File: config.mk
export PLATFORM = sky130hd
export DESIGN_NAME = sha256_stream_hasher_top
export DESIGN_NICKNAME = d
export VERILOG_FILES = /design/src/rtl/sha256s_pkg.sv /design/src/rtl/sha256_stream_hasher_top.sv /design/src/rtl/sha256s_core.sv
export SDC_FILE = /design/constraint.sdc
export NUM_CORES = 2
export LEC_CHECK = 0
export BUFFER_PORTS_ARGS = -buffer_cell sky130_fd_sc_hd__buf_2
export CAP_MARGIN = 20
export CELL_PAD_IN_SITES_DETAIL_PLACEMENT = 0
export CELL_PAD_IN_SITES_GLOBAL_PLACEMENT = 1
export CORE_UTILIZATION = 46
export DETAILED_ROUTE_END_ITERATION = 10
export HOLD_SLACK_MARGIN = 0.15
export PLACE_DENSITY = 0.73
export SYNTH_ARGS = -nofsm -noshare
export SYNTH_HDL_FRONTEND = slang
export SYNTH_SLANG_ARGS = --single-unit
File: constraint.sdc
create_clock -name clk -period 13.9 [get_ports clk]
set_clock_uncertainty 0.2 [all_clocks]
set_input_delay 0.695 -clock clk [delete_from_list [all_inputs] [get_ports clk]]
set_output_delay 0.695 -clock clk [all_outputs]
set_load 0.01 [all_outputs]
File: src/rtl/sha256s_pkg.sv
// -----------------------------------------------------------------------------
// sha256s_pkg
// Shared types and constants for the SHA-256 stream hasher: word types, the
// initial hash value, the round constants and the round unit control struct.
// -----------------------------------------------------------------------------
package sha256s_pkg;

	typedef logic [31:0] word_t;
	typedef word_t hash_t [8];

	localparam int RoundCount = 64;
	localparam int BlockBytes = 64;
	localparam int LenStart   = 56;

	localparam logic [7:0] PAD_MARK = 8'h80;

	localparam hash_t INIT_HASH = '{
		32'h6a09e667, 32'hbb67ae85, 32'h3c6ef372, 32'ha54ff53a,
		32'h510e527f, 32'h9b05688c, 32'h1f83d9ab, 32'h5be0cd19
	};

	localparam word_t ROUND_KEY [RoundCount] = '{
		32'h428a2f98, 32'h71374491, 32'hb5c0fbcf, 32'he9b5dba5,
		32'h3956c25b, 32'h59f111f1, 32'h923f82a4, 32'hab1c5ed5,
		32'hd807aa98, 32'h12835b01, 32'h243185be, 32'h550c7dc3,
		32'h72be5d74, 32'h80deb1fe, 32'h9bdc06a7, 32'hc19bf174,
		32'he49b69c1, 32'hefbe4786, 32'h0fc19dc6, 32'h240ca1cc,
		32'h2de92c6f, 32'h4a7484aa, 32'h5cb0a9dc, 32'h76f988da,
		32'h983e5152, 32'ha831c66d, 32'hb00327c8, 32'hbf597fc7,
		32'hc6e00bf3, 32'hd5a79147, 32'h06ca6351, 32'h14292967,
		32'h27b70a85, 32'h2e1b2138, 32'h4d2c6dfc, 32'h53380d13,
		32'h650a7354, 32'h766a0abb, 32'h81c2c92e, 32'h92722c85,
		32'ha2bfe8a1, 32'ha81a664b, 32'hc24b8b70, 32'hc76c51a3,
		32'hd192e819, 32'hd6990624, 32'hf40e3585, 32'h106aa070,
		32'h19a4c116, 32'h1e376c08, 32'h2748774c, 32'h34b0bcb5,
		32'h391c0cb3, 32'h4ed8aa4a, 32'h5b9cca4f, 32'h682e6ff3,
		32'h748f82ee, 32'h78a5636f, 32'h84c87814, 32'h8cc70208,
		32'h90befffa, 32'ha4506ceb, 32'hbef9a3f7, 32'hc67178f2
	};

	// Control from the sequencer to the round unit.
	typedef struct packed {
		logic       shift;     // shift one byte into the block window
		logic [7:0] byte_val;  // byte to shift in
		logic       load;      // copy the hash words into the round variables
		logic       round;     // run one compression round
		logic [5:0] rnd;       // round index, selects the round constant
	} core_ctrl_t;

endpackage

File: src/rtl/sha256_stream_hasher_top.sv
// -----------------------------------------------------------------------------
// sha256_stream_hasher_top
// SHA-256 over a byte stream, one byte per request, eight digest words out.
// -----------------------------------------------------------------------------
// Usage:
//   Input channel (byte_valid / byte_stall): each request carries data_byte
//   when has_byte is set, and is_last ends the message (a byte and the end
//   may come together; an end alone is allowed, also for an empty message).
//   Output channel (digest_valid / digest_stall): after an end, eight
//   requests carry digest words 0..7 in order, last_word set on word 7.
// Timing:
//   A byte that does not complete a 64-byte block leaves the sequencer idle.
//   The byte that completes a block starts the shared round unit: 64 rounds
//   at one per cycle, then a fold into the hash words. An end pads one byte
//   per cycle up to the block boundary (one or two blocks, each followed by
//   the rounds and the fold), then loads one digest word per cycle while the
//   output is not stalled. byte_stall is high whenever the sequencer is not
//   idle.
// Reset: arst_n clears the sequencer, byte count and length, and sets the
//   hash words to the initial value; the window needs no reset.
// Stall: a stalled digest word holds in its output register; the next word
//   loads as soon as the current one is taken. Input is taken again while
//   the eighth word still waits.
// -----------------------------------------------------------------------------
module sha256_stream_hasher_top (
	input  logic        clk,
	input  logic        arst_n,
	input  logic        byte_valid,
	output logic        byte_stall,
	input  logic [7:0]  data_byte,
	input  logic        has_byte,
	input  logic        is_last,
	output logic        digest_valid,
	input  logic        digest_stall,
	output logic [31:0] digest_word,
	output logic [2:0]  word_index,
	output logic        last_word
);

	// Sequencer states
	localparam logic [2:0] ST_IDLE  = 3'd0;
	localparam logic [2:0] ST_ROUND = 3'd1;
	localparam logic [2:0] ST_FOLD  = 3'd2;
	localparam logic [2:0] ST_PAD   = 3'd3;
	localparam logic [2:0] ST_OUT   = 3'd4;

	localparam logic [5:0] CNT_LAST = 6'(sha256s_pkg::BlockBytes - 1);
	localparam logic [5:0] CNT_LEN  = 6'(sha256s_pkg::LenStart);
	localparam logic [5:0] RND_LAST = 6'(sha256s_pkg::RoundCount - 1);

	logic [2:0]  state_q;
	logic [5:0]  cnt_q;        // bytes in the current block
	logic [60:0] len_q;        // message length in bytes, bit length is len_q * 8
	logic [5:0]  rnd_q;
	logic        pend_q;       // an end was taken, finish still running
	logic        pad_first_q;  // next pad byte is the 0x80 mark
	logic        final_blk_q;  // the padded block being filled carries the length
	logic        blk_fin_q;    // the block in the round unit is the last one
	logic [2:0]  ld_q;         // next digest word to load

	sha256s_pkg::hash_t h_q;
	sha256s_pkg::hash_t vars;

	logic        dv_q;
	logic [31:0] dw_q;
	logic [2:0]  wi_q;
	logic        lw_q;

	logic        accept;
	logic        take_byte;
	logic        fin_now;
	logic [63:0] bit_len;
	logic [7:0]  len_byte;
	logic [7:0]  pad_byte;
	logic        dload;

	sha256s_pkg::core_ctrl_t ctrl;

	assign byte_stall = (state_q != ST_IDLE);
	assign accept     = byte_valid && !byte_stall;
	assign take_byte  = accept && has_byte;

	// On the first pad byte decide whether the length still fits this block.
	assign fin_now  = pad_first_q ? (cnt_q < CNT_LEN) : final_blk_q;
	assign bit_len  = {len_q, 3'b000};
	assign len_byte = bit_len[{~cnt_q[2:0], 3'b000} +: 8];
	assign pad_byte = pad_first_q ? sha256s_pkg::PAD_MARK
		: ((fin_now && (cnt_q >= CNT_LEN)) ? len_byte : 8'h00);

	always_comb begin
		ctrl.shift    = take_byte || (state_q == ST_PAD);
		ctrl.byte_val = (state_q == ST_PAD) ? pad_byte : data_byte;
		ctrl.load     = (cnt_q == CNT_LAST) && (take_byte || (state_q == ST_PAD));
		ctrl.round    = (state_q == ST_ROUND);
		ctrl.rnd      = rnd_q;
	end

	sha256s_core u_core (
		.clk  (clk),
		.ctrl (ctrl),
		.hash (h_q),
		.vars (vars)
	);

	// Load a digest word when the output register is empty or being drained.
	assign dload = (state_q == ST_OUT) && (!dv_q || !digest_stall);

	always_ff @(posedge clk or negedge arst_n) begin
		if (!arst_n) begin
			state_q     <= ST_IDLE;
			cnt_q       <= '0;
			len_q       <= '0;
			rnd_q       <= '0;
			pend_q      <= 1'b0;
			pad_first_q <= 1'b0;
			final_blk_q <= 1'b0;
			blk_fin_q   <= 1'b0;
			ld_q        <= '0;
			h_q         <= sha256s_pkg::INIT_HASH;
		end else begin
			case (state_q)
				ST_IDLE: begin
					if (accept) begin
						if (has_byte) begin
							cnt_q <= cnt_q + 6'd1;
							len_q <= len_q + 61'd1;
						end
						if (is_last) begin
							pend_q      <= 1'b1;
							pad_first_q <= 1'b1;
						end
						// A full block compresses first; the finish follows it.
						if (has_byte && (cnt_q == CNT_LAST)) begin
							state_q   <= ST_ROUND;
							rnd_q     <= '0;
							blk_fin_q <= 1'b0;
						end else if (is_last) begin
							state_q <= ST_PAD;
						end
					end
				end
				ST_ROUND: begin
					rnd_q <= rnd_q + 6'd1;
					if (rnd_q == RND_LAST) begin
						state_q <= ST_FOLD;
					end
				end
				ST_FOLD: begin
					for (int i = 0; i < 8; i++) begin
						h_q[i] <= h_q[i] + vars[i];
					end
					// After a spilled block the next padded block takes the length.
					final_blk_q <= 1'b1;
					if (blk_fin_q) begin
						state_q <= ST_OUT;
						ld_q    <= '0;
					end else if (pend_q) begin
						state_q <= ST_PAD;
					end else begin
						state_q <= ST_IDLE;
					end
				end
				ST_PAD: begin
					cnt_q       <= cnt_q + 6'd1;
					pad_first_q <= 1'b0;
					final_blk_q <= fin_now;
					if (cnt_q == CNT_LAST) begin
						state_q   <= ST_ROUND;
						rnd_q     <= '0;
						blk_fin_q <= fin_now;
					end
				end
				ST_OUT: begin
					if (dload) begin
						ld_q <= ld_q + 3'd1;
						// Last word is in the output register: restart the hash.
						if (ld_q == 3'd7) begin
							state_q <= ST_IDLE;
							h_q     <= sha256s_pkg::INIT_HASH;
							len_q   <= '0;
							pend_q  <= 1'b0;
						end
					end
				end
				default: begin
					state_q <= ST_IDLE;
				end
			endcase
		end
	end

	// Output register: hold while stalled, drop when taken.
	always_ff @(posedge clk or negedge arst_n) begin
		if (!arst_n) begin
			dv_q <= 1'b0;
		end else if (dload) begin
			dv_q <= 1'b1;
		end else if (!digest_stall) begin
			dv_q <= 1'b0;
		end
	end

	always_ff @(posedge clk) begin
		if (dload) begin
			dw_q <= h_q[ld_q];
			wi_q <= ld_q;
			lw_q <= (ld_q == 3'd7);
		end
	end

	assign digest_valid = dv_q;
	assign digest_word  = dw_q;
	assign word_index   = wi_q;
	assign last_word    = lw_q;

endmodule

File: src/rtl/sha256s_core.sv
// -----------------------------------------------------------------------------
// sha256s_core
// Block window and round unit: a 16-word window that takes bytes big-endian
// and rolls the message schedule, and one SHA-256 round applied per cycle.
// -----------------------------------------------------------------------------
module sha256s_core (
	input  logic                    clk,
	input  sha256s_pkg::core_ctrl_t ctrl,
	input  sha256s_pkg::hash_t      hash,
	output sha256s_pkg::hash_t      vars
);

	sha256s_pkg::word_t w_q [16];
	sha256s_pkg::hash_t v_q;

	sha256s_pkg::word_t w_next;
	sha256s_pkg::word_t t1;
	sha256s_pkg::word_t t2;

	function automatic sha256s_pkg::word_t bsig0(input sha256s_pkg::word_t x);
		return {x[1:0], x[31:2]} ^ {x[12:0], x[31:13]} ^ {x[21:0], x[31:22]};
	endfunction

	function automatic sha256s_pkg::word_t bsig1(input sha256s_pkg::word_t x);
		return {x[5:0], x[31:6]} ^ {x[10:0], x[31:11]} ^ {x[24:0], x[31:25]};
	endfunction

	function automatic sha256s_pkg::word_t ssig0(input sha256s_pkg::word_t x);
		return {x[6:0], x[31:7]} ^ {x[17:0], x[31:18]} ^ {3'b000, x[31:3]};
	endfunction

	function automatic sha256s_pkg::word_t ssig1(input sha256s_pkg::word_t x);
		return {x[16:0], x[31:17]} ^ {x[18:0], x[31:19]} ^ {10'b0, x[31:10]};
	endfunction

	// Next schedule word from the fixed taps of the window.
	assign w_next = ssig1(w_q[14]) + w_q[9] + ssig0(w_q[1]) + w_q[0];

	assign t1 = v_q[7] + bsig1(v_q[4]) + ((v_q[4] & v_q[5]) ^ (~v_q[4] & v_q[6]))
		+ sha256s_pkg::ROUND_KEY[ctrl.rnd] + w_q[0];
	assign t2 = bsig0(v_q[0])
		+ ((v_q[0] & v_q[1]) ^ (v_q[0] & v_q[2]) ^ (v_q[1] & v_q[2]));

	always_ff @(posedge clk) begin
		if (ctrl.shift) begin
			for (int i = 0; i < 15; i++) begin
				w_q[i] <= {w_q[i][23:0], w_q[i+1][31:24]};
			end
			w_q[15] <= {w_q[15][23:0], ctrl.byte_val};
		end else if (ctrl.round) begin
			for (int i = 0; i < 15; i++) begin
				w_q[i] <= w_q[i+1];
			end
			w_q[15] <= w_next;
		end
	end

	always_ff @(posedge clk) begin
		if (ctrl.load) begin
			v_q <= hash;
		end else if (ctrl.round) begin
			v_q[7] <= v_q[6];
			v_q[6] <= v_q[5];
			v_q[5] <= v_q[4];
			v_q[4] <= v_q[3] + t1;
			v_q[3] <= v_q[2];
			v_q[2] <= v_q[1];
			v_q[1] <= v_q[0];
			v_q[0] <= t1 + t2;
		end
	end

	assign vars = v_q;

endmodule

==> summary.md <==
| Metric | Value |
|---|---|
| Net count reported at finish | roughly 8700 |
| Worst-Margin Slew | around 1.2 ns |
| Synth Instances | 8222 |
| CTS Root Cell | clkbuf_16 |
| Reg area | about 0.033 mm^2 |
| Critical path arrival | approximately 12 ns |
| Total number of vias | 59970 |
| Final Max Slew Viols | 0 |
| ANT nets after route | 0 |
| DP Wirelength | 179.7 mm |
| EDFF count, synth | between 800 and 900 |
| FFs w/ async S/R, synth | 0.2972 |
| Initial Util | 0.4633 |
| CP dominant cell by count | fa_1 |
| Synth Register Bits | 1144 |
| TritonCTS clock tree | done |
| Netlist Area Pre-Place | between 0.07 and 0.08 mm^2 |
| Post-Route Setup TNS | 0 ns |
| Largest fanout on the critical path | 20 |
| Die width | a little over 400 um |
| Post-CTS setup buffers | 0 |
| Global placement routability congestion | ~0.95 |
| Slowest stage cell, crit path | dfrtp_1 |
| Failing checks | design-rule violations |
| Synth warnings | 0 |
| Share of layout cells above drive strength 1 | 0.08049 |
| Area Overhead vs Synth | 8.844% |
| Htree depth | 4 |
| Crit path max-delay family | compound AO/OA/AOI/OAI gates |
| Post-synth top area cell | edfxtp_1 |
| Via density | 5.792 |
| Residual DRC count | 12 |
| CP peak stage delay | 0.80 ns |
| Die H | about 410 um |
| IO Count | 52 |
| DRT iter0 DRCs | ~6200 |
| Fillers | between 15000 and 20000 |
| CORE AREA | ~0.16 mm^2 |
| First-pass iteration count of the detailed router | 11 |
| Worst Setup End Kind | flop |
| Num rows | 149 |
| Critical Path RT | 14.25 ns |
| Final hold vios | 0 |
| DRT Wirelength | between 200 and 300 mm |
| Critical path class | flop to flop |
| Relative slew margins | 0.1720 |
| WL per Instance | about 24 um |
| Crit share post-route | 0.8103 |
| First-pass GRT wire length | 374.6 mm |
| Vias in the first global route | ~58000 |
| CTS buffer count | between 100 and 150 |
| RSZ-0062 raised after global routing | no |
| Netlist cell types | 90 |
| Achievable clock frequency | between 0.08 and 0.09 GHz |
| Synth top area cells | edfxtp_1 (32%), nand2_1 (12%), dfrtp_1 (6.7%) |
| Reported max-cap violation count | 0 |
| Port Buffers | slightly above 50 |
| Die Area | between 0.15 and 0.2 mm^2 |
| Grt total ovfl | 0 |
| Startpoint types | flop |
| Post-Syn Nets | between 8000 and 9000 |
| Buf/Inv on CP | 4 |
| Ys flop type | edfxtp_1 |
| Clk Latency, worst-skew pair | between 0.8 and 0.9 ns |
| Sequential share of the synthesized area | 0.4294 |
| Yosys top cell area share | 0.3159 |
| Syn avg cell area | between 9 and 10 um^2 |
| CTS Sinks | about 1100 |
| Post-CTS sizing | 0 |
| Clock transition at path regs | roughly 0.06 ns |
| Multi-input gate area | 0.04088 mm^2 |
| Tmin final | approximately 11 ns |
| Status | finished with violations |
| Clock buffer depth | 3 |
| Pin count of the biggest net entering global routing | 175 |
| GRT Overall Usage | 0.2959 |
| Final setup fails | 0 |
| Antenna violations before repair | 2 |
| Cts hold-fix bufs | 9 |
| Worst hold-check path type | input pin to flop |
[tightest hold or removal path: stages]
cell	delay (ns)
buf_2	0.09
o21ai_0	0.08
o21a_1	0.12
a21oi_1	0.11
[routing by layer]
layer | global-route usage | part of all wire
met3 | 0.04527 | 0.065
met4 | 0.1051 | 0.036
met2 | 0.4541 | 0.45
met1 | 0.4237 | 0.45
met5 | 0 | 0.000052
[cells in the mapped netlist, drive strengths merged, types with 136 or more instances]
master     n
a21o     186
a21oi    491
clkbuf   420
dfrtp    204
dfstp    136
edfxtp   804
fa       195
ha       398
inv      292
nand2   2371
nor2     413
o21ai    454
xnor2    390
xor2     232
[per-stage QoR]
| stage | std cells | cell area (um^2) | hold WS (ns) | setup slack (ns) | utilization |
|---|---|---|---|---|---|
| after floorplan | 8222 | 76440 | 0.1994 | 0.1462 | - |
| after detailed placement | 10080 | 78470 | 0.2704 | 2.855 | 0.4756 |
| after global routing | 10350 | 83190 | 0.2099 | 2.011 | 0.5042 |
| final | 10350 | 83200 | 0.2339 | 2.636 | 0.5043 |
| after global placement | 10080 | 78470 | 0.2495 | 2.905 | 0.4756 |
| after CTS | 10350 | 83160 | 0.1677 | 2.826 | 0.5040 |
[cell families after synthesis]
group                    synth area share
buffers and inverters             0.03688
multiplexers                      0.03645
XOR/XNOR                          0.07186
flip-flops                         0.4294
AO/OA/AOI/OAI                      0.1274
AND/OR/NAND/NOR                    0.1790
adder cells (fa/ha/maj)            0.1191
[worst paths after layout]
path | from | endpoint | slack, ns | cells past startpoint
max | rnd_q[1] | u_core.vars[255] | 2.64 | 33
min | data_byte[3] | u_core.w_q[0][483] | 0.23 | 4
max reg2reg | rnd_q[1] | u_core.vars[255] | 2.64 | 33
min reg2reg | cnt_q[5] | cnt_q[5] | 0.29 | 1
max in group asynchronous | arst_n | h_q[17] | 10.39 | 5
min in group asynchronous | arst_n | len_q[41] | 0.27 | 2
[flip-flops by register name, indices dropped and copies added (netlist names)]
| register | count |
|---|---|
| rnd_q | 6 |
| last_word | 1 |
| blk_fin_q | 1 |
| word_index | 3 |
| h_q | 256 |
| pend_q | 1 |
| len_q | 61 |
| u_core.w_q | 512 |
| digest_word | 32 |
| digest_valid | 1 |
| pad_first_q | 1 |
| ld_q | 3 |
| final_blk_q | 1 |
| cnt_q | 6 |
| u_core.vars | 256 |
| state_q | 3 |
[placed cells by master (no fill, tap or decap), drive strengths merged, types with 14 or more instances in the layout]
| cell type | count |
|---|---|
| mux2i | 41 |
| xnor2 | 390 |
| a21oi | 491 |
| a311oi | 14 |
| a211oi | 65 |
| edfxtp | 804 |
| xor2 | 232 |
| o21a | 51 |
| buf | 131 |
| nand2b | 65 |
| o22ai | 14 |
| nand3 | 134 |
| nand2 | 2371 |
| clkinv | 39 |
| or3 | 44 |
| o31ai | 37 |
| mux2 | 53 |
| nor3 | 88 |
| nor2b | 39 |
| dfrtp | 204 |
| and2 | 21 |
| mux4 | 79 |
| inv | 302 |
| nor2 | 413 |
| o211ai | 31 |
| clkbuf | 201 |
| and3 | 46 |
| o21ai | 454 |
| or2 | 18 |
| a21o | 186 |
| o21bai | 36 |
| fa | 195 |
| nand4 | 34 |
| dfstp | 136 |
| ha | 398 |
| a31oi | 56 |
| maj3 | 22 |
[area by class of cell]
class                      count  share of cell area
timing repair buffer         140             0.01245
clock buffer                 201             0.04718
antenna                        1          0.00003008
multi-input combinational   6328              0.4913
clock inverter                56            0.008076
inverter                     294             0.01335
sequential                  1144              0.3947
tap                         2189             0.03292
Power is left out: the tool's default activity adds up to more than one toggle a clock period on the data nets, which glitch-free logic cannot reach.
